## config.mk

```make
export PLATFORM = sky130hd
export DESIGN_NAME = r2q_div
export DESIGN_NICKNAME = d
export VERILOG_FILES = /design/src/rtl/r2q_pkg.sv /design/src/rtl/r2q_div.sv
export SDC_FILE = /design/constraint.sdc
export NUM_CORES = 2
export LEC_CHECK = 0
export BUFFER_PORTS_ARGS = -buffer_cell sky130_fd_sc_hd__buf_4
export CAP_MARGIN = 40
export CORE_MARGIN = 2
export CORE_UTILIZATION = 47
export DETAILED_ROUTE_END_ITERATION = 6
export RECOVER_POWER = 25
export SLEW_MARGIN = 25
export SYNTH_ARGS = -nofsm -noshare
export SYNTH_HDL_FRONTEND = slang
export SYNTH_MEMORY_MAX_BITS = 65536
export SYNTH_SLANG_ARGS = --single-unit
```

## constraint.sdc

```tcl
create_clock -name clk_i -period 11.4 [get_ports clk_i]
set_input_delay 1.71 -clock clk_i [delete_from_list [all_inputs] [get_ports clk_i]]
set_output_delay 1.71 -clock clk_i [all_outputs]
set_load 0.1 [all_outputs]
```

## src/rtl/r2q_pkg.sv

```systemverilog
`timescale 1ns / 1ps
// Shared types, constants and helpers for the rotation matrix to quaternion unit.
package r2q_pkg;

  localparam int unsigned FRAC_BITS = 14;
  localparam int unsigned MAG_W     = 17;

  typedef enum logic [1:0] {
    PIV_W = 2'd0,
    PIV_X = 2'd1,
    PIV_Y = 2'd2,
    PIV_Z = 2'd3
  } pivot_e;

  typedef struct packed {
    logic signed [15:0] m00;
    logic signed [15:0] m01;
    logic signed [15:0] m02;
    logic signed [15:0] m10;
    logic signed [15:0] m11;
    logic signed [15:0] m12;
    logic signed [15:0] m20;
    logic signed [15:0] m21;
    logic signed [15:0] m22;
  } in_t;

  typedef struct packed {
    logic signed [15:0] qx;
    logic signed [15:0] qy;
    logic signed [15:0] qz;
    logic signed [15:0] qw;
    logic [1:0]         pivot;
    logic               degenerate;
  } out_t;

  // Non-pivot components in x, y, z, w order with the pivot left out.
  typedef struct packed {
    pivot_e                 pivot;
    logic                   degen;
    logic [2:0]             neg;
    logic [2:0][MAG_W-1:0]  mag;
  } side_t;

  function automatic logic [MAG_W-1:0] mag17(logic signed [17:0] d);
    logic signed [17:0] n;
    begin
      n = -d;
      mag17 = d[17] ? n[MAG_W-1:0] : d[MAG_W-1:0];
    end
  endfunction

endpackage

```

## src/rtl/r2q_div.sv

```systemverilog
`timescale 1ns / 1ps
// Pipelined restoring divider for the three non-pivot components.
module r2q_div #(
  parameter int unsigned FRAC_BITS = r2q_pkg::FRAC_BITS,
  parameter int unsigned ROOT_W    = 17
) (
  input  logic                      clk_i,
  input  logic                      rst_ni,
  input  logic                      adv_i,
  input  logic                      valid_i,
  input  logic [ROOT_W-1:0]         root_i,
  input  r2q_pkg::side_t            side_i,
  output logic                      valid_o,
  output logic [ROOT_W-1:0]         root_o,
  output r2q_pkg::side_t            side_o,
  output logic [2:0][FRAC_BITS:0]   quo_o,
  output logic [2:0]                ovf_o
);

  localparam int unsigned NW = r2q_pkg::MAG_W + FRAC_BITS + 1;
  localparam int unsigned DW = ROOT_W + FRAC_BITS + 2;
  localparam int unsigned CW = (DW > NW) ? DW : NW;
  localparam int unsigned DS = FRAC_BITS + 3;

  logic                      vld_q  [DS];
  r2q_pkg::side_t            side_q [DS];
  logic [ROOT_W-1:0]         root_q [DS];
  logic [CW-1:0]             den_q  [DS];
  logic [2:0][CW-1:0]        rem_q  [DS];
  logic [2:0][FRAC_BITS:0]   quo_q  [DS];
  logic [2:0]                ovf_q  [DS];

  logic [CW-1:0]             den_d  [DS];
  logic [2:0][CW-1:0]        rem_d  [DS];
  logic [2:0][FRAC_BITS:0]   quo_d  [DS];
  logic [2:0]                ovf_d  [DS];

  always_comb begin
    logic [CW-1:0] trial;
    logic          bit_q;
    for (int s = 0; s < DS; s++) begin
      if (s == 0) begin
        den_d[s] = CW'({root_i, 1'b0});
        quo_d[s] = '0;
        ovf_d[s] = '0;
        for (int c = 0; c < 3; c++) begin
          rem_d[s][c] = (CW'(side_i.mag[c]) << FRAC_BITS) + CW'(root_i);
        end
      end else if (s == 1) begin
        den_d[s] = den_q[s-1];
        quo_d[s] = quo_q[s-1];
        rem_d[s] = rem_q[s-1];
        for (int c = 0; c < 3; c++) begin
          ovf_d[s][c] = (rem_q[s-1][c] >= (den_q[s-1] << (FRAC_BITS + 1)));
        end
      end else begin
        den_d[s] = den_q[s-1];
        ovf_d[s] = ovf_q[s-1];
        trial    = den_q[s-1] << (FRAC_BITS + 2 - s);
        for (int c = 0; c < 3; c++) begin
          bit_q       = (rem_q[s-1][c] >= trial);
          rem_d[s][c] = bit_q ? (rem_q[s-1][c] - trial) : rem_q[s-1][c];
          quo_d[s][c] = {quo_q[s-1][c][FRAC_BITS-1:0], bit_q};
        end
      end
    end
  end

  always_ff @(posedge clk_i or negedge rst_ni) begin
    if (!rst_ni) begin
      for (int s = 0; s < DS; s++) vld_q[s] <= 1'b0;
    end else if (adv_i) begin
      vld_q[0] <= valid_i;
      for (int s = 1; s < DS; s++) vld_q[s] <= vld_q[s-1];
    end
  end

  always_ff @(posedge clk_i) begin
    if (adv_i) begin
      side_q[0] <= side_i;
      root_q[0] <= root_i;
      for (int s = 1; s < DS; s++) begin
        side_q[s] <= side_q[s-1];
        root_q[s] <= root_q[s-1];
      end
      for (int s = 0; s < DS; s++) begin
        den_q[s] <= den_d[s];
        rem_q[s] <= rem_d[s];
        quo_q[s] <= quo_d[s];
        ovf_q[s] <= ovf_d[s];
      end
    end
  end

  assign valid_o = vld_q[DS-1];
  assign root_o  = root_q[DS-1];
  assign side_o  = side_q[DS-1];
  assign quo_o   = quo_q[DS-1];
  assign ovf_o   = ovf_q[DS-1];

endmodule

```

==> results by group <==
Critical path
  • Required @ worst endpoint: around 12 ns
  • Worst Path Arrival: 4.94 ns
  • Startpoint types: register
  • CP max FO: 5
  • CP Capture Type: register
  • Crit Path Category: reg -> reg

Cells and area
  • Fraction of layout cells with a size suffix above 1: 0.09180
  • Filler cell count: between 20000 and 25000
  • Fin nets: 11768
  • Post-layout util: 0.5296
  • Fin cells: about 15000
  • Most common cell after layout, fill and taps aside: edfxtp_1
  • Most frequent cells in the layout: edfxtp_1 (2806), ha_1 (796), a21oi_1 (714)
  • Syn-to-layout area delta: 11.99%

Floorplanning
  • Row cnt: 197
  • I/O pin count: 201
  • Full die area: ~0.29 mm2
  • Die Ht: 542.7 um
  • Initial Utilization: 0.4729
  • Core region area: 0.2884 mm2
  • Die Wd: approximately 540 um

Global routing
  • Vias in the first global route: 83379
  • First-pass GRT wire length: 500800 um
  • Largest net degree at the start of global routing: 192
  • GR Util All Layers: 0.2223
  • GRT overflow: 0
  • Initial antenna violation count: 2

Pwr
  • Sw frac: 0.3252
  • Seq pwr share: 0.426
  • Total Power: approximately 36000 uW
  • VDD IR max: 0.1218 mV
  • Cell Pwr Density: about 240 mW/mm2
  • Combinational share of power: 0.300
  • P_leak: 0.05668 uW
  • Internal cell power: 24600 uW
  • Clock power frac: 0.274
  • Sw power: 11860 uW

Place
  • Placed Instances: ~14000
  • Place WS: 6.728 ns
  • RD Place Congestion: 0.9560
  • Port Buffers: 200
  • DP Wirelength: 252400 um

Timing
  • Period Utilization, post-route: 0.3806
  • Max-slew headroom: 0.2897
  • Max Clock Freq: 230.5 MHz
  • Final setup fails: 0
  • Min cycle time layout: 4.339 ns
  • RSZ-0062 raised after global routing: no
  • Final Max Slew Viols: 0
  • Worst slew pin tran: 1.066 ns
  • Fin Setup TNS: 0 ns
  • Hold Vio Cnt, Final: 0
  • Final Skew: 0.07565 ns
  • Final worst slack: about 7.1 ns

Synthesis
  • Post-synth cell types: 93
  • Ys flop type: edfxtp_1
  • Sequential fraction of the synthesis area: 0.6209
  • Ys async rst share: 0.006022
  • Syn Area/Cell: 12.97 um2
  • Syn nets: 11432
  • #FFs+latches synth: 2823
  • Synth warn: 0
  • Cells after synthesis: 10516
  • EDFF count, synth: 2806
  • Mapped cell area: 0.1364 mm2

Clock tree
  • Clock buffer depth: 4
  • CTS Sinks: 2823
  • CTS H-tree lvls: 5
  • CTS tree: built
  • Setup Buffers After CTS: 0
  • CTS clk-pin slew, worst paths: 0.06 ns
  • Hold-fix buffers, CTS: 0
  • Worst-Skew Late Latency: about 0.92 ns
  • Cts repair resizes: 0
  • Clk root buf: clkbuf_16
  • CTS buffer count: 308

Run
  • Max-cap violation count: 0

Drt
  • Final Routed Wirelength: 332900 um
  • Via count: 83912
  • Vias/cell: 5.638
  • First-pass detailed-route iteration total: 7
  • Number of DRC markers in iteration 0: 6680
  • DR WL/cell: 22.37 um
  • DRC Markers: 0
  • Routed Antenna Nets: 0

Outcome
  • Status: complete, no violations

Min path
  • Hold Path Class: reg -> reg
[worst max-delay path, cell delays in order, from the launching register on]
cell and delay (ns):
edfxtp_1 0.44, inv_1 0.20, ha_1 0.26, inv_1 0.12, fa_1 0.43, a21o_1 0.18
a21oi_1 0.26, o21ai_0 0.20, a31o_2 0.29, o31ai_1 0.58, a21o_1 0.24, or3b_2 0.50
nor4_1 0.24, xor2_1 0.11
[state kept, by name, summed over array words and instances (netlist names)]
register and cells:
side_q 969, root_q 289, valid_o 1, vld_q 16, quo_q 360, rem_q 1140
ovf_q 48
[layout make-up]
class / count / area, um2 / share of cell area
diodes: 3 / 7.507 / 0.00004915
clock buffers: 369 / 8021 / 0.05252
clock inverters: 189 / 2200 / 0.01440
inverters: 478 / 1794 / 0.01175
multi-input cells: 6964 / 48870 / 0.3200
flip-flops and latches: 2823 / 84690 / 0.5544
well taps: 3781 / 4731 / 0.03097
repair buffers: 277 / 2426 / 0.01588
[final timing paths]
| check | from | endpoint | slack, ns | cells after the start |
|---|---|---|---|---|
| setup / recovery | root_q[0][208] | rem_q[0][1352] | 7.06 | 13 |
| hold / removal | side_q[0][207] | side_q[0][264] | 0.41 | 0 |
| setup reg to reg | root_q[0][208] | rem_q[0][1352] | 7.06 | 13 |
| hold reg to reg | side_q[0][207] | side_q[0][264] | 0.41 | 0 |
| max in group asynchronous | rst_ni | vld_q[4] | 10.53 | 1 |
| min in group asynchronous | rst_ni | vld_q[16] | 0.68 | 1 |
[through the flow]
stage	hold WS, ns	instance area (um2)
2_1_floorplan	0.4003	136400
6_report	0.4090	152700
3_5_place_dp	0.4045	142400
5_1_grt	0.4054	152700
4_1_cts	0.3996	152600
3_3_place_gp	0.4001	142200
[metal layers]
layer | wire, um | global-route usage | up-vias
met5 | 0 | 0 | -
met4 | 19730 | 0.1185 | 0
met3 | 14030 | 0.03125 | 713
met2 | 162700 | 0.3793 | 2207
met1 | 136500 | 0.2732 | 40626
li1 | - | - | 40366
[synth_stat cells (all sizes together), types with 21 or more instances]
cell	number	share of area
a2111oi	28	0.0019
a211oi	72	0.0040
a21boi	30	0.0017
a21o	325	0.018
a21oi	714	0.026
a31oi	55	0.0025
and2	35	0.0016
and3	53	0.0024
and4	23	0.0015
buf	90	0.0043
clkbuf	161	0.0044
edfxtp	2806	0.62
fa	42	0.0062
ha	796	0.073
inv	478	0.013
mux2	193	0.016
nand2	702	0.019
nand2b	132	0.0061
nand3	178	0.0065
nand4	139	0.0064
nor2	655	0.018
nor2b	131	0.0060
nor3	202	0.0074
nor3b	21	0.0012
nor4	139	0.0064
o211ai	37	0.0020
o21a	121	0.0067
o21ai	633	0.023
o21bai	83	0.0046
o31a	25	0.0016
o31ai	74	0.0041
or2	46	0.0021
or3	86	0.0039
or4	52	0.0029
xnor2	479	0.031
xor2	388	0.025
[cells by family after synthesis]
logic type	share of synthesized area
AOI/OAI and AO/OA	0.1088
xor gates and xnor gates	0.05568
and+or+nand+nor	0.09642
buffers and inverters	0.02191
muxes	0.01707
DFF	0.6209
adders and majority gates	0.07919
[power groups by stage]
stage	Sequential (uW)	Clock, uW	Combinational, uW
after floorplan	14900	0	8140
after global placement	15700	0	10600
after CTS	15500	10300	10900
final	15500	10000	10900
after global routing	15700	10700	12100
after detailed placement	15700	0	10800
Note: power is estimated with default switching activity, not from simulation.
