[src/rtl/r2q_pkg.sv]
`timescale 1ns / 1ps
// Shared types, constants and helpers for the rotation matrix to quaternion unit.
package r2q_pkg;

  localparam int unsigned FRAC_BITS = 14;
  localparam int unsigned MAG_W     = 17;

  typedef enum logic [1:0] {
    PIV_W = 2'd0,
    PIV_X = 2'd1,
    PIV_Y = 2'd2,
    PIV_Z = 2'd3
  } pivot_e;

  typedef struct packed {
    logic signed [15:0] m00;
    logic signed [15:0] m01;
    logic signed [15:0] m02;
    logic signed [15:0] m10;
    logic signed [15:0] m11;
    logic signed [15:0] m12;
    logic signed [15:0] m20;
    logic signed [15:0] m21;
    logic signed [15:0] m22;
  } in_t;

  typedef struct packed {
    logic signed [15:0] qx;
    logic signed [15:0] qy;
    logic signed [15:0] qz;
    logic signed [15:0] qw;
    logic [1:0]         pivot;
    logic               degenerate;
  } out_t;

  // Non-pivot components in x, y, z, w order with the pivot left out.
  typedef struct packed {
    pivot_e                 pivot;
    logic                   degen;
    logic [2:0]             neg;
    logic [2:0][MAG_W-1:0]  mag;
  } side_t;

  function automatic logic [MAG_W-1:0] mag17(logic signed [17:0] d);
    logic signed [17:0] n;
    begin
      n = -d;
      mag17 = d[17] ? n[MAG_W-1:0] : d[MAG_W-1:0];
    end
  endfunction

endpackage

[src/rtl/r2q_sqrt.sv]
`timescale 1ns / 1ps
// Pipelined integer square root, one root bit per stage.
module r2q_sqrt #(
  parameter int unsigned FRAC_BITS = r2q_pkg::FRAC_BITS,
  parameter int unsigned ARG_W     = 19,
  parameter int unsigned ROOT_W    = 17
) (
  input  logic                 clk_i,
  input  logic                 rst_ni,
  input  logic                 adv_i,
  input  logic                 valid_i,
  input  logic [ARG_W-1:0]     arg_i,
  input  r2q_pkg::side_t       side_i,
  output logic                 valid_o,
  output logic [ROOT_W-1:0]    root_o,
  output r2q_pkg::side_t       side_o
);

  localparam int unsigned VW    = 2 * ROOT_W;
  localparam int unsigned REM_W = ROOT_W + 3;

  logic [VW-1:0]     v_q    [ROOT_W];
  logic [REM_W-1:0]  rem_q  [ROOT_W];
  logic [ROOT_W-1:0] root_q [ROOT_W];
  r2q_pkg::side_t    side_q [ROOT_W];
  logic              vld_q  [ROOT_W];

  logic [VW-1:0]     v_d    [ROOT_W];
  logic [REM_W-1:0]  rem_d  [ROOT_W];
  logic [ROOT_W-1:0] root_d [ROOT_W];

  always_comb begin
    logic [VW-1:0]     vin;
    logic [REM_W-1:0]  rin;
    logic [ROOT_W-1:0] oin;
    logic [REM_W-1:0]  sh;
    logic [REM_W-1:0]  trial;
    logic              take;
    for (int s = 0; s < ROOT_W; s++) begin
      if (s == 0) begin
        vin = VW'(arg_i) << FRAC_BITS;
        rin = '0;
        oin = '0;
      end else begin
        vin = v_q[s-1];
        rin = rem_q[s-1];
        oin = root_q[s-1];
      end
      sh        = {rin[REM_W-3:0], vin[VW-1 -: 2]};
      trial     = REM_W'({oin, 2'b01});
      take      = (sh >= trial);
      rem_d[s]  = take ? (sh - trial) : sh;
      root_d[s] = {oin[ROOT_W-2:0], take};
      v_d[s]    = vin << 2;
    end
  end

  always_ff @(posedge clk_i or negedge rst_ni) begin
    if (!rst_ni) begin
      for (int s = 0; s < ROOT_W; s++) vld_q[s] <= 1'b0;
    end else if (adv_i) begin
      vld_q[0] <= valid_i;
      for (int s = 1; s < ROOT_W; s++) vld_q[s] <= vld_q[s-1];
    end
  end

  always_ff @(posedge clk_i) begin
    if (adv_i) begin
      side_q[0] <= side_i;
      for (int s = 1; s < ROOT_W; s++) side_q[s] <= side_q[s-1];
      for (int s = 0; s < ROOT_W; s++) begin
        v_q[s]    <= v_d[s];
        rem_q[s]  <= rem_d[s];
        root_q[s] <= root_d[s];
      end
    end
  end

  assign valid_o = vld_q[ROOT_W-1];
  assign root_o  = root_q[ROOT_W-1];
  assign side_o  = side_q[ROOT_W-1];

endmodule

[config.mk]
export PLATFORM = sky130hd
export DESIGN_NAME = r2q_sqrt
export DESIGN_NICKNAME = d
export VERILOG_FILES = /design/src/rtl/r2q_pkg.sv /design/src/rtl/r2q_sqrt.sv
export SDC_FILE = /design/constraint.sdc
export NUM_CORES = 1
export LEC_CHECK = 0
export ABC_AREA = 1
export BUFFER_PORTS_ARGS = -buffer_cell sky130_fd_sc_hd__buf_2
export CELL_PAD_IN_SITES_DETAIL_PLACEMENT = 0
export CELL_PAD_IN_SITES_GLOBAL_PLACEMENT = 1
export CORE_MARGIN = 5
export CORE_UTILIZATION = 49
export CTS_BUF_LIST = sky130_fd_sc_hd__clkbuf_2 sky130_fd_sc_hd__clkbuf_4 sky130_fd_sc_hd__clkbuf_8
export CTS_CLUSTER_SIZE = 20
export DETAILED_ROUTE_END_ITERATION = 10
export PLACE_DENSITY = 0.77
export SLEW_MARGIN = 15
export SYNTH_ARGS = -nofsm -noshare
export SYNTH_HDL_FRONTEND = slang
export SYNTH_SLANG_ARGS = --single-unit
export TNS_END_PERCENT = 50
[constraint.sdc]
create_clock -name clk_i -period 2.2 [get_ports clk_i]
set_clock_uncertainty 0.05 [all_clocks]
set_input_delay 0.44 -clock clk_i [delete_from_list [all_inputs] [get_ports clk_i]]
set_output_delay 0.44 -clock clk_i [all_outputs]
set_load 0.01 [all_outputs]
==> flow_metrics.py <==
metrics = {
    "outcome": {
        "outcome": "completed",
    },
    "setup_path": {
        "arrival_ns": 2.73,
        "crit_fanout": 6,
        "r2r-start": "rem_q[0][280]",
        "r2r_end": "rem_q[0][303]",
        "crit_type": "flop to flop",
        "start_kind": "flop",
        "reg2reg_depth": 12,
        "r2r_slack_ns": 0.07,
        "required_ns": 2.80,
        "cp-end-kind": "flop",
    },
    "run": {
        "cap_violations": 0,
    },
    "yosys": {
        "synth_cell_types": 52,
        "ys_warn_count": 0,
        "yosysSeqAreaShare_pct": 76.0,
        "synthMuxAreaShare_pct": 0.0192,
        "synth_top_family_by_area": "simple AND/OR/NAND/NOR gates",
        "synthXorXnorAreaFrac_pct": 1.49,
        "syn_area_mm2": 0.0586,
        "ys_ff_latch": 1487,
        "netlist_instances": 4201,
        "synth-adder-area-share_pct": 3.56,
        "synth_nets": 4444,
        "syn_area_per_cell_um2": 14.0,
        "synth_compound_area_share_pct": 3.19,
        "synth_simple_gate_area_share_pct": 11.5,
    },
    "sta": {
        "fin_setup_tns_ns": 0,
        "slew_viol_final": 0,
        "worstMarginPinSlew_ns": 0.789,
        "final.setup.worst_slack_ns": 0.0679,
        "max_freq_mhz": 469,
        "rsz0062_at_grt": "true",
        "layout_worst_path_cycle_share_pct": 96.9,
        "final_hold_viol_count": 0,
        "period_minus_slack_ns": 2.13,
        "maxSlewHeadroom_pct": 47.2,
        "finalSetupViolCount": 0,
    },
    "floorplan": {
        "start_util_pct": 49.1,
        "die_area_mm2": 0.127,
        "row_count": 127,
        "die_w_um": 356,
        "ios": 155,
        "design.core.area_mm2": 0.119,
        "die_y_um": 356,
    },
    "power": {
        "swShare_pct": 24.8,
        "power.internal_mw": 48.7,
        "p_seq_share_pct": 53.8,
        "power.share.clock_pct": 35.0,
        "p_per_area_mw_per_mm2": 931,
        "ir_worst_vdd_v": 0.000660,
        "pwr-share-comb_pct": 11.2,
        "power.leakage_nw": 27.5,
        "p_sw_mw": 16.1,
    },
    "cells_and_area": {
        "layout_commonest_cell": "edfxtp_1",
        "final_cell_mix": "edfxtp_1 (1470), nand2_1 (852), inv_1 (447), nor2_1 (265), clkbuf_8 (231)",
        "post-route-cell-area_mm2": 0.0695,
        "nets": 5087,
        "area_growth_pct": 18.6,
        "drive_gt1_share_pct": 20.3,
        "fillers": 9372,
    },
    "detailed_routing": {
        "drc_errors": 0,
        "totalWireLength_um": 106000,
        "routedWlPerCell_um": 15.9,
        "route.vias.total": 32000,
        "dr.pass1.iters": 5,
        "viasPerCell": 4.81,
        "drt_iter0_markers": 1758,
        "ant_nets": 0,
    },
    "grt": {
        "grt_pass1_vias": 32500,
        "grt_max_degree": 76,
        "overflow": 0,
        "antenna_found_initial": 7,
        "grt_pass1_wl_um": 169000,
        "grt_use_total_pct": 16.8,
    },
    "clocking": {
        "clockBufferDepth": 3,
        "cts_root_buf": "clkbuf_8",
        "cts_buffers": 229,
        "cts_max_level": 4,
        "cts_tree": "done",
        "clk_latency_ns": 0.93,
        "clock-sinks": 1487,
        "clk_pin_slew_worst_paths_ns": 0.07,
    },
    "hold_path": {
        "hp-class": "primary input to flop",
        "hp-start": "side_i[29]",
        "hold_depth": 2,
        "worstHoldEndpoint": "side_q[0][29]",
    },
    "place": {
        "portBuffers": 154,
        "post-place-ws_ns": -0.108,
        "dp.final_hpwl_um": 70900,
        "place.gp.congestion": 0.851,
        "place_area_mm2": 0.0628,
    },
}
-- synth_stat cells (all sizes together) --
cell       n  area, µm²
nor3b      1       7.51
nand2    899       3480
xor2      68        596
fa         6        120
dfrtp     17        425
ha       157       1960
o211ai     4       30.0
mux2       1       11.3
o21a       5       38.8
nand3    246       1300
a21o       7       52.6
edfxtp  1470      44100
a21boi     6       48.8
clkbuf     4       15.0
nor3      36        206
o21ai    119        648
xnor2     32        280
inv      466       1760
nor2     287       1120
o21bai     6       45.0
and2      10       63.8
buf       85        694
and3       4       25.0
or2       10       62.6
nand3b    22        165
a21oi    177        976
a31oi      4       25.0
nand4     48        300
a31o       1       8.76
nor4       2       12.5
conb       1       3.75
-- through the flow --
step / util, % / hold WS, ns / cells / power (mW)
3_3_place_gp: 52.6 / 0.325 / 6097 / 41.9
2_1_floorplan: - / 0.0944 / 4201 / 39.2
6_report: 58.3 / 0.162 / 6638 / 64.7
5_1_grt: 58.3 / 0.0478 / 6638 / 68.2
4_1_cts: 57.2 / 0.0182 / 6596 / 65.2
3_5_place_dp: 52.6 / 0.333 / 6097 / 42.0
-- state kept, by name, indices dropped and copies added (netlist names) --
register and cells:
side_q 969, rem_q 258, root_q 153, v_q 90
vld_q 16, valid_o 1
-- final cells by class --
class | instances | area (µm²) | area share (%)
Tap cell | 1612 | 2020 | 2.90
Antenna cell | 1 | 2.50 | 0.00360
Clock inverter | 119 | 948 | 1.36
Timing Repair Buffer | 497 | 4040 | 5.82
Timing Repair inverter | 1 | 6.26 | 0.00900
Multi-Input combinational cell | 2162 | 12500 | 18.0
Sequential cell | 1487 | 44600 | 64.1
Inverter | 466 | 1770 | 2.55
Clock buffer | 293 | 3640 | 5.24
-- worst max path at each step --
stage	from	to	slack (ns)	cells after the start
after floorplan	rem_q[0][280]	rem_q[0][306]	0.01	13
after global placement	root_q[0][177]	rem_q[0][229]	-0.10	11
after global routing	root_q[0][209]	rem_q[0][262]	-0.06	10
final	rem_q[0][280]	rem_q[0][303]	0.07	12
after detailed placement	root_q[0][177]	rem_q[0][229]	-0.11	11
after CTS	root_q[0][170]	rem_q[0][229]	-0.002	10
-- worst max-delay path, stage by stage, from the launching register on --
cell and delay, ns:
edfxtp_1 0.41, ha_2 0.21, fa_2 0.34, nand2_2 0.09
nand2_2 0.06, nand3b_1 0.10, nand2_2 0.09, nand2_4 0.09
nand2_4 0.07, nand2_8 0.16, nand2_8 0.10, nand2_2 0.06
o21ai_1 0.05
-- kinds of logic after synthesis --
kind of cell | after synthesis
adder cells (fa/ha/maj) | 163
other | 1
multiplexers | 1
AO/OA/AOI/OAI | 329
flip-flops | 1487
XOR/XNOR | 100
AND/OR/NAND/NOR | 1565
buffers and inverters | 555
-- metal layers --
| layer | share of wire [%] | GRT usage [%] |
|---|---|---|
| met1 | 44 | 22.2 |
| met5 | 0.045 | 0 |
| met4 | 3.0 | 6.47 |
| met3 | 4.8 | 3.70 |
| met2 | 48 | 27.6 |
-- power groups by stage --
stage               clock [mW]  combinational (mW)  sequential, mW
finish                    22.6                7.28            34.8
detailed placement           0                6.68            35.4
CTS                       23.5                6.88            34.8
global route              24.9                8.24            35.0
global placement             0                6.61            35.3
floorplan                    0                4.31            34.9
-- repair_timing --
action,in CTS,in global routing
cloned,2,4
hold buffers,80,0
hold endpoints to repair,275,0
setup buffers,5,37
gates resized for setup,16,184
setup endpoints to repair,44,190
pin swaps,4,36
(Power assumes the default switching activity.)
