File: config.mk
export PLATFORM = sky130hd
export DESIGN_NAME = r2q_front
export DESIGN_NICKNAME = d
export VERILOG_FILES = /design/src/rtl/r2q_pkg.sv /design/src/rtl/r2q_front.sv
export SDC_FILE = /design/constraint.sdc
export NUM_CORES = 1
export LEC_CHECK = 0
export BUFFER_PORTS_ARGS = -buffer_cell sky130_fd_sc_hd__buf_2
export CELL_PAD_IN_SITES_DETAIL_PLACEMENT = 1
export CELL_PAD_IN_SITES_GLOBAL_PLACEMENT = 1
export CORE_ASPECT_RATIO = 2
export CORE_MARGIN = 8
export CORE_UTILIZATION = 42
export CTS_BUF_LIST = sky130_fd_sc_hd__clkbuf_2 sky130_fd_sc_hd__clkbuf_4 sky130_fd_sc_hd__clkbuf_8
export DETAILED_ROUTE_END_ITERATION = 16
export MAX_ROUTING_LAYER = met4
export PLACE_DENSITY = 0.92
export SLEW_MARGIN = 20
export SYNTH_ARGS = -nofsm -noshare
export SYNTH_HDL_FRONTEND = slang
export SYNTH_SLANG_ARGS = --single-unit
File: constraint.sdc
create_clock -name clk_i -period 0.8 [get_ports clk_i]
set_input_delay 0.16 -clock clk_i [delete_from_list [all_inputs] [get_ports clk_i]]
set_output_delay 0.16 -clock clk_i [all_outputs]
set_load 0.03 [all_outputs]
File: src/rtl/r2q_pkg.sv
`timescale 1ns / 1ps
// Shared types, constants and helpers for the rotation matrix to quaternion unit.
package r2q_pkg;

  localparam int unsigned FRAC_BITS = 14;
  localparam int unsigned MAG_W     = 17;

  typedef enum logic [1:0] {
    PIV_W = 2'd0,
    PIV_X = 2'd1,
    PIV_Y = 2'd2,
    PIV_Z = 2'd3
  } pivot_e;

  typedef struct packed {
    logic signed [15:0] m00;
    logic signed [15:0] m01;
    logic signed [15:0] m02;
    logic signed [15:0] m10;
    logic signed [15:0] m11;
    logic signed [15:0] m12;
    logic signed [15:0] m20;
    logic signed [15:0] m21;
    logic signed [15:0] m22;
  } in_t;

  typedef struct packed {
    logic signed [15:0] qx;
    logic signed [15:0] qy;
    logic signed [15:0] qz;
    logic signed [15:0] qw;
    logic [1:0]         pivot;
    logic               degenerate;
  } out_t;

  // Non-pivot components in x, y, z, w order with the pivot left out.
  typedef struct packed {
    pivot_e                 pivot;
    logic                   degen;
    logic [2:0]             neg;
    logic [2:0][MAG_W-1:0]  mag;
  } side_t;

  function automatic logic [MAG_W-1:0] mag17(logic signed [17:0] d);
    logic signed [17:0] n;
    begin
      n = -d;
      mag17 = d[17] ? n[MAG_W-1:0] : d[MAG_W-1:0];
    end
  endfunction

endpackage

File: src/rtl/r2q_front.sv
`timescale 1ns / 1ps
// Pivot selection, root argument and numerator stage.
module r2q_front #(
  parameter int unsigned FRAC_BITS = r2q_pkg::FRAC_BITS,
  parameter int unsigned ARG_W     = 19
) (
  input  logic                 clk_i,
  input  logic                 rst_ni,
  input  logic                 adv_i,
  input  logic                 valid_i,
  input  r2q_pkg::in_t         mat_i,
  output logic                 valid_o,
  output logic [ARG_W-1:0]     arg_o,
  output r2q_pkg::side_t       side_o
);

  localparam int unsigned SW = ARG_W + 1;
  localparam logic [SW-1:0] ONE = SW'(1) << FRAC_BITS;

  logic signed [SW-1:0] e00, e11, e22, trace, arg;
  logic signed [17:0]   dxa, dyb, dzc, s01, s02, s12;
  logic signed [17:0]   o0, o1, o2;
  r2q_pkg::pivot_e      piv;
  logic                 deg;

  logic                 valid_q;
  logic [ARG_W-1:0]     arg_q;
  r2q_pkg::side_t       side_q, side_d;
  logic [ARG_W-1:0]     arg_d;

  always_comb begin
    e00   = SW'(mat_i.m00);
    e11   = SW'(mat_i.m11);
    e22   = SW'(mat_i.m22);
    trace = e00 + e11 + e22;
    dxa   = 18'(mat_i.m21) - 18'(mat_i.m12);
    dyb   = 18'(mat_i.m02) - 18'(mat_i.m20);
    dzc   = 18'(mat_i.m10) - 18'(mat_i.m01);
    s01   = 18'(mat_i.m01) + 18'(mat_i.m10);
    s02   = 18'(mat_i.m02) + 18'(mat_i.m20);
    s12   = 18'(mat_i.m12) + 18'(mat_i.m21);
    if (trace > 0) begin
      piv = r2q_pkg::PIV_W;
    end else if ((mat_i.m00 > mat_i.m11) && (mat_i.m00 > mat_i.m22)) begin
      piv = r2q_pkg::PIV_X;
    end else if (mat_i.m11 > mat_i.m22) begin
      piv = r2q_pkg::PIV_Y;
    end else begin
      piv = r2q_pkg::PIV_Z;
    end
    case (piv)
      r2q_pkg::PIV_W: begin
        arg = trace + $signed(ONE);
        o0 = dxa; o1 = dyb; o2 = dzc;
      end
      r2q_pkg::PIV_X: begin
        arg = $signed(ONE) + e00 - e11 - e22;
        o0 = s01; o1 = s02; o2 = dxa;
      end
      r2q_pkg::PIV_Y: begin
        arg = $signed(ONE) + e11 - e00 - e22;
        o0 = s01; o1 = s12; o2 = dyb;
      end
      default: begin
        arg = $signed(ONE) + e22 - e00 - e11;
        o0 = s02; o1 = s12; o2 = dzc;
      end
    endcase
    deg             = (arg <= 0);
    arg_d           = deg ? '0 : arg[ARG_W-1:0];
    side_d.pivot    = piv;
    side_d.degen    = deg;
    side_d.neg      = {o2[17], o1[17], o0[17]};
    side_d.mag[0]   = r2q_pkg::mag17(o0);
    side_d.mag[1]   = r2q_pkg::mag17(o1);
    side_d.mag[2]   = r2q_pkg::mag17(o2);
  end

  always_ff @(posedge clk_i or negedge rst_ni) begin
    if (!rst_ni) begin
      valid_q <= 1'b0;
    end else if (adv_i) begin
      valid_q <= valid_i;
    end
  end

  always_ff @(posedge clk_i) begin
    if (adv_i) begin
      arg_q  <= arg_d;
      side_q <= side_d;
    end
  end

  assign valid_o = valid_q;
  assign arg_o   = arg_q;
  assign side_o  = side_q;

endmodule

==> results of run 1 <==
repair_timing:
action,in CTS
gates resized for setup,250
setup buffers,47
hold buffers,3
hold endpoints to repair,2
pin swaps,54
endpoints found under the setup margin,152
logic make-up after synthesis:
family,count (synthesis)
AO/OA/AOI/OAI,554
XOR/XNOR,156
adder cells (fa/ha/maj),381
buffers and inverters,290
flip-flops,77
multiplexers,27
other,1
AND/OR/NAND/NOR,465
layer usage:
metal,overflow,GRT usage
met4,113,0.7574
met5,-,-
met2,231,0.9050
met1,4,0.6639
met3,1,0.5541
through the flow:
step           setup TNS (ns)  worst slack (ns)  area [um2]  cells  hold WS, ns
3_5_place_dp          -480.32            -6.960       24500   3418     -0.06099
4_1_cts               -424.52            -5.721       26010   3479       0.1188
3_3_place_gp          -441.22            -6.214       24500   3418     -0.06318
2_1_floorplan         -390.45            -5.775       17210   1951      -0.1356
==> reports/metrics.yaml, run 1 <==
run_status:
  status: "stopped before the end"
  haltStage: "global routing (5_1_grt)"
  error: "[ERROR GRT-0116] Global routing finished with congestion. Check the congestion regions in the DRC Viewer."
place:
  dp_hpwl_mm: 85.63
  place_congestion: 1.202
  io_buffers: 224
synth:
  synth_edf_count: 76
  synthSimpleGateAreaFrac: 0.1423
  synth_common_cells: "ha_1 (307), inv_1 (219), nor2_1 (132), a21oi_1 (117)"
  synth_adder_area_share: 0.3197
  yosys.cell_types.count: 98
  async_flop_share: 0.01299
  synth_top_area_share: 0.2307
  ys.warnings.count: 0
  yosys.area.top_type: "ha_1"
  ys.flop_type: "edfxtp_1"
  synth_compound_gate_area_share: 0.2323
  ys_ff_latch: 77
  synthTopCellsByArea: "ha_1 (23%), edfxtp_1 (14%), fa_1 (8.9%), xnor2_1 (5.4%), inv_1 (4.9%)"
  synth.most_common_cell: "ha_1"
  avgSynthCellArea_um2: 8.533
  synth_top_family_by_area: "adder cells"
  synth-xor-area-share: 0.08207
  yosysSeqAreaShare: 0.1386
  synth_mux_area_frac: 0.01699
  syn_inst: 1951
  syn_area_mm2: 0.01665
  synth_nets: 2480
cts:
  h-tree-depth: 3
  numClockSinks: 77
  cts_root_buf: "clkbuf_8"
  numCtsBuffers: 9
  clockBufferDepth: 2
grt:
  grt_pass1_vias: 31490
  grt_pass1_wl_mm: 246.4
  grt_overflow_total: 349
  grt_util_all_layers: 0.7252
  grt_max_degree: 43
die:
  die_w_um: 156.8
  num_io_pins: 225
  core.rowCount: 103
  die_h_um: 297.6
  initial_core_util: 0.4235
==> run 2: changes to the inputs <==
==> config.mk (replaced) <==
export PLATFORM = sky130hd
export DESIGN_NAME = r2q_front
export DESIGN_NICKNAME = d
export VERILOG_FILES = /design/src/rtl/r2q_pkg.sv /design/src/rtl/r2q_front.sv
export SDC_FILE = /design/constraint.sdc
export NUM_CORES = 1
export LEC_CHECK = 0
export BUFFER_PORTS_ARGS = -buffer_cell sky130_fd_sc_hd__buf_2
export CORE_MARGIN = 8
export CORE_UTILIZATION = 35
export DETAILED_ROUTE_END_ITERATION = 16
export PLACE_DENSITY_LB_ADDON = 0.15
export SLEW_MARGIN = 20
export SYNTH_ARGS = -nofsm -noshare
export SYNTH_HDL_FRONTEND = slang
export SYNTH_SLANG_ARGS = --single-unit
==> constraint.sdc (replaced) <==
create_clock -name clk_i -period 1.05 [get_ports clk_i]
set_input_delay 0.21 -clock clk_i [delete_from_list [all_inputs] [get_ports clk_i]]
set_output_delay 0.21 -clock clk_i [all_outputs]
set_load 0.03 [all_outputs]
==> run 2 against run 1 <==
  * The flow now finishes, with violations (setup timing)
  * Synthesized area unchanged
  * Synthesized cell count unchanged
==> reports/metrics.yaml, run 2 <==
synth:
  async_flop_share: 0.01299  # unchanged
  yosys.area.top_type: "ha_1"
  yosysSeqAreaShare: 0.1386  # unchanged
  synth.most_common_cell: "ha_1"
  synth_top_area_share: 0.2307  # unchanged
  syn_inst: 1951  # unchanged
  synthTopCellsByArea: "ha_1 (23%), edfxtp_1 (14%), fa_1 (8.9%), xnor2_1 (5.4%), inv_1 (4.9%)"
  synth_nets: 2480  # unchanged
  synth_common_cells: "ha_1 (307), inv_1 (219), nor2_1 (132), a21oi_1 (117)"
  ys.warnings.count: 0  # unchanged
  ys.flop_type: "edfxtp_1"
  avgSynthCellArea_um2: 8.533  # unchanged
  syn_area_mm2: 0.01665  # unchanged
  ys_ff_latch: 77  # unchanged
  synth_edf_count: 76  # unchanged
  yosys.cell_types.count: 98  # unchanged
die:
  initial_core_util: 0.3516  # -0.07191
  core.rowCount: 80  # -22%
  die_w_um: 234.1  # +49%
  die-area_mm2: 0.05480
  num_io_pins: 225  # unchanged
  core_area_mm2: 0.04735
  die_h_um: 234.1  # -21%
timing:
  worst_pin_slew_ns: 0.7010
  grt_setup_unrepaired: "yes"
  min_period_ns: 6.464
  finalWorstSetupSlack_ns: -5.414
  final_hold_viol_count: 0
  min_period_over_period: 6.156
  fmaxAchievable_mhz: 154.7
  slew_violations: 0
  setup_tns_ns: -376.75
  setup-violations-final: 152
  holdWs_ns: 0.07781
  fin_worst_skew_ns: 0
  relSlewSlack: 0.5293
cts:
  clockBufferDepth: 2  # unchanged
  clock_latency_ns: 0.37
  cts_tree: "done"
  h-tree-depth: 3  # unchanged
  numCtsBuffers: 9  # unchanged
  cts_root_buf: "clkbuf_16"
  cts.clk_slew.worst_paths_ns: 0.06
  numClockSinks: 77  # unchanged
detailed_routing:
  drt_iter0_markers: 903
  vias_per_cell: 5.073
  dr.pass1.iters: 5
  postRouteAntennaNets: 0
  vias: 18230
  drc: 0
  wire_per_inst_um: 18.80
  routed_wl_mm: 67.57
worst_setup_path:
  crit_path_max_fanout: 5
  reg2reg_slack_ns: 0.30
  r2r_end: "valid_o"
  arrival_ns: 6.56
  setup.worst_path.end: "side_o[15]"
  crit_start: "mat_i[2]"
  start_kind: "primary input"
  crit_type: "in -> reg"
  reg2regPathDepth: 1
  cp.required_ns: 1.15
  end_kind: "flop"
  r2r-start: "valid_o"
  cpPeakStageDelay_ns: 0.54
  cpMaxStageDelayCell: "fa_1"
finish:
  area_growth_pct: 60.87
  layout-drive-gt1-share: 0.4363
  layout.nets: 3501
  stdcell_area_mm2: 0.02678
  final_cell_mix: "buf_4 (766), ha_1 (296), inv_1 (205), buf_2 (183), nor2_1 (121)"
  final_core_util: 0.5656
  final_cells: 3594
  largest_reg_flops: 57
  final_common_cell: "buf_4"
power_and_ir_drop:
  p_int_mw: 27.51
  p_seq_frac: 0.120
  p_sw_frac: 0.4555
  leakagePower_nw: 13.20
  p_clk_frac: 0.061
  ir_drop_uv: 985.2
  power_density_mw_per_mm2: 1887
  totalPowerFinal_mw: 50.52
  combPwrFrac: 0.819
  switchingPower_mw: 23.01
place:
  place_congestion: 0.9758  # -19%
  dp_hpwl_mm: 57.36  # -33%
  io_buffers: 224  # unchanged
  pre_cts_ws_ns: -6.132  # +0.8279 ns
  dp.cells: 3506  # +2.6%
  dpl-instance-area_mm2: 0.02460  # +0.44%
grt:
  grt_pass1_vias: 19200
  antenna_found_initial: 4
  grt_pass1_wl_mm: 102.2
  grt_util_all_layers: 0.2390
  grt_overflow_total: 0
  grt_max_degree: 43
run_status:
  violations: "setup timing"
  status: "complete, but fails checks"
job:
  maxCapViolCount: 0
worst_hold_path:
  hold_path_class: "in -> reg"
## run 2: cell counts after synthesis
No cell type changed its count.
## run 2: metal layers
layer,share of wire,wire (um),vias up,GRT usage
li1,-,-,9003,-
met1,0.39,26600,8692,0.2637
met2,0.52,35280,400,0.4541
met3,0.034,2306,136,0.02081
met4,0.050,3377,0,0.1160
met5,0,0,-,0
## run 2: power groups by stage
| stage | clock network (mW) | registers (mW) | logic (mW) |
|---|---|---|---|
| finish | 3.08 | 6.05 | 41.4 |
| global placement | 0 | 5.94 | 34.2 |
| global route | 3.25 | 6.18 | 44.1 |
| floorplan | 0 | 8.66 | 16.1 |
| detailed placement | 0 | 5.96 | 34.4 |
| CTS | 3.17 | 6.02 | 38.8 |
## run 2: how the worst min path moves through the flow
stage,cells after the start,to,from,slack (ns)
after floorplan,0,valid_o,rst_ni,-0.09
after global placement,1,valid_o,rst_ni,-0.02
after detailed placement,1,valid_o,rst_ni,-0.01
after CTS,2,valid_o,valid_i,0.06
after global routing,2,valid_o,valid_i,0.08
final,2,valid_o,valid_i,0.08
## run 2: kinds of logic (layout without fill, tap and decap cells)
family                   count (synthesis)  in the layout  synth area share
flip-flops                              77             77            0.1386
adder cells (fa/ha/maj)                381            381            0.3197
AO/OA/AOI/OAI                          554            554            0.2323
other                                    1              3         0.0002253
AND/OR/NAND/NOR                        465            465            0.1423
XOR/XNOR                               156            156           0.08207
multiplexers                            27             27           0.01699
buffers and inverters                  290           1316           0.06779
## run 2: worst max-delay path, delay by kind of cell
family	cells	cell delay, ns
compound gates	9	1.88
xor+xnor	2	0.32
fa+ha+maj	4	1.18
buf+inv	5	0.61
simple gates	9	2.35
## run 2: timing repair
action                                  4_1_cts  5_1_grt
endpoints found under the setup margin      152      152
resized for setup                           189      152
cloned                                        3        2
hold buffers                                  1        0
buffers inserted                             71       25
endpoints found under the hold margin         1        0
pin swaps                                    52       57
## run 2: area by class of cell
| cell class | instances | area [um2] |
|---|---|---|
| Timing Repair Buffer | 1079 | 8303 |
| Tap cell | 615 | 769.5 |
| Fill cell | 4387 | 20560 |
| Clock buffer | 10 | 229.0 |
| Multi-Input combinational cell | 1584 | 14260 |
| Inverter | 221 | 858.3 |
| Antenna cell | 2 | 5.005 |
| Clock inverter | 6 | 45.04 |
| Sequential cell | 77 | 2307 |
Power figures use the tool's default switching activity.
==> run 3: changes to the inputs <==
--- a/config.mk
+++ b/config.mk
@@ -9,6 +9,7 @@
 export CORE_MARGIN = 8
 export CORE_UTILIZATION = 35
 export DETAILED_ROUTE_END_ITERATION = 16
+export MAX_ROUTING_LAYER = met4
 export PLACE_DENSITY_LB_ADDON = 0.15
 export SLEW_MARGIN = 20
 export SYNTH_ARGS = -nofsm -noshare
==> run 3 against run 2 <==
  * The flow still finishes with violations (setup timing)
  * Clock-buffer cell count unchanged
  * Combinational power down 1%
  * Global-route usage up 1.0 points
  * Total power about the same
  * Core utilization down 0.053 points
  * Clock skew unchanged
  * Critical path type unchanged
  * Largest power group unchanged
  * Highest routed layer unchanged
==> reports/metrics.yaml, run 3 (synthesis results as in run 2) <==
finish:
  layout-drive-gt1-share: 0.4309  # -0.005445
  largest_reg_flops: 57  # unchanged
  final_cells: 3564  # -0.83%
  layout.nets: 3469  # -0.91%
  final_common_cell: "buf_4"
  final_cell_mix: "buf_4 (758), ha_1 (297), inv_1 (204), buf_2 (144), buf_6 (118)"
  area_growth_pct: 60.72  # about the same
  regArea_mm2: 0.002307  # unchanged
  multi_input_area_mm2: 0.01423  # -0.21%
  fillers: 4367  # -0.46%
  stdcell_area_mm2: 0.02676  # about the same
die:
  core_area_mm2: 0.04735  # unchanged
  die_h_um: 234.1  # unchanged
  num_io_pins: 225  # unchanged
  die-area_mm2: 0.05480  # unchanged
  die_w_um: 234.1  # unchanged
  initial_core_util: 0.3516  # unchanged
  core.rowCount: 80  # unchanged
worst_setup_path:
  crit_start: "mat_i[1]"
  cpMostUsedCell: "buf_6"
  r2r-start: "valid_o"
  start_kind: "primary input"
  r2r_end: "valid_o"
  arrival_ns: 6.47  # -0.09 ns
  crit_type: "in -> reg"
  end_kind: "flop"
  cpMaxStageDelayCell: "or4b_4"
  crit_path_max_fanout: 6  # +1
  reg2reg_slack_ns: 0.29  # about the same
  cp.required_ns: 1.15  # about the same
  setup.worst_path.end: "side_o[15]"
  reg2regPathDepth: 1  # unchanged
  cpPeakStageDelay_ns: 0.56  # +0.02 ns
worst_hold_path:
  min_from: "valid_i"
  hold_path_class: "in -> reg"
cts:
  numCtsBuffers: 9  # unchanged
  numClockSinks: 77  # unchanged
  clock_latency_ns: 0.37  # about the same
  cts.clk_slew.worst_paths_ns: 0.06  # about the same
  h-tree-depth: 3  # unchanged
  cts_root_buf: "clkbuf_16"
  clockBufferDepth: 2  # unchanged
  cts_tree: "done"
detailed_routing:
  vias_per_cell: 5.100  # +0.55%
  postRouteAntennaNets: 0  # unchanged
  drc: 0  # unchanged
  dr.pass1.iters: 7  # +2
  vias: 18180  # -0.29%
  routed_wl_mm: 67.26  # -0.45%
  wire_per_inst_um: 18.87  # +0.39%
  drt_iter0_markers: 856  # -5.2%
timing:
  finalWorstSetupSlack_ns: -5.321  # +0.09224 ns
  relSlewSlack: 0.4586  # -0.07072
  fmaxAchievable_mhz: 157.0  # +1.4%
  grt_setup_unrepaired: "yes"
  min_period_ns: 6.371  # -0.09224 ns
  min_period_over_period: 6.068  # -0.08785
  setup-violations-final: 152  # unchanged
  final_hold_viol_count: 0  # unchanged
  fin_worst_skew_ns: 0  # unchanged
  worst_pin_slew_ns: 0.8008  # +0.09983 ns
  slew_violations: 0  # unchanged
place:
  place_congestion: 0.9861  # +1.1%
  io_buffers: 224  # unchanged
  dp.cells: 3496  # -0.29%
  dpl-instance-area_mm2: 0.02453  # -0.30%
  dp_hpwl_mm: 57.43  # +0.12%
run_status:
  status: "complete, but fails checks"
  violations: "setup timing"
power_and_ir_drop:
  ir_drop_uv: 997.5  # +1.3%
  power_density_mw_per_mm2: 1889  # +0.11%
  leakagePower_nw: 13.11  # -0.66%
grt:
  grt_max_degree: 43  # unchanged
  grt_pass1_wl_mm: 103.2  # +0.99%
  antenna_found_initial: 4  # unchanged
  grt_util_all_layers: 0.2490  # +0.009974
  grt_pass1_vias: 18920  # -1.5%
  grt_overflow_total: 0  # unchanged
job:
  maxCapViolCount: 0  # unchanged
run 3: cell types whose count changed in the layout (fill, tap and decap cells not counted), sizes merged:
cell | before | now
diode | 2 | 4
buf | 1077 | 1044
bufinv | 0 | 1
clkinv | 4 | 3
bufbuf | 0 | 1
run 3: where the power goes:
part | leakage (nW) | internal [mW] | total [mW] | switching (mW)
registers | 0.751 | 5.52 | 6.21 | 0.690
logic | 12.2 | 20.3 | 41.0 | 20.7
clock network | 0.143 | 1.86 | 3.29 | 1.43
total | 13.1 | 27.7 | 50.5 | 22.8
run 3: final cells by class:
type,instances,share of cell area
Inverter,221,0.03241
Timing Repair Buffer,1047,0.3091
Clock buffer,10,0.008558
Clock inverter,6,0.002572
Multi-Input combinational cell,1584,0.5320
Tap cell,615,0.02876
Sequential cell,77,0.08623
Antenna cell,4,0.0003741
run 3: critical path: cells and delay by family:
family                     cells  cell delay (ns)
and+or+nand+nor                8             2.19
adders and majority gates      5             1.40
buffers and inverters          6             0.56
xor gates and xnor gates       2             0.29
AOI/OAI and AO/OA             10             1.82
run 3: routing by layer:
| metal | vias up | part of all wire | wire, um | track usage |
|---|---|---|---|---|
| met4 | 0 | 0.040 | 2708 | 0.09440 |
| met2 | 368 | 0.53 | 35800 | 0.4637 |
| met5 | - | 0 | 0 | - |
| met1 | 8745 | 0.40 | 26710 | 0.2694 |
| li1 | 8937 | - | - | - |
| met3 | 128 | 0.030 | 2049 | 0.02625 |
run 3: timing repair:
action / in CTS / in global routing
endpoints found under the hold margin: 1 / 0
setup endpoints to repair: 152 / 152
pin swaps: 48 / 47
hold buffers: 1 / 0
buffers inserted: 29 / 21
gates resized for setup: 307 / 89
cloned: 3 / 2
run 3: worst min path at each step:
stage	end	cells after the start	slack [ns]
3_3_place_gp	valid_o	1	-0.02
2_1_floorplan	valid_o	0	-0.09
3_5_place_dp	valid_o	1	-0.01
5_1_grt	valid_o	2	0.08
6_report	valid_o	2	0.08
4_1_cts	valid_o	2	0.06
run 3: metrics by stage:
stage / worst slack (ns) / power (mW) / setup TNS, ns / util / hold slack (ns)
2_1_floorplan: -5.575 / 24.72 / -375.41 / - / -0.08559
3_3_place_gp: -5.909 / 40.12 / -405.12 / 0.5181 / -0.01520
3_5_place_dp: -6.001 / 40.36 / -410.24 / 0.5181 / -0.01376
4_1_cts: -5.351 / 48.76 / -370.89 / 0.5535 / 0.05713
5_1_grt: -5.650 / 53.63 / -388.50 / 0.5651 / 0.08449
6_report: -5.321 / 50.53 / -363.95 / 0.5651 / 0.07965
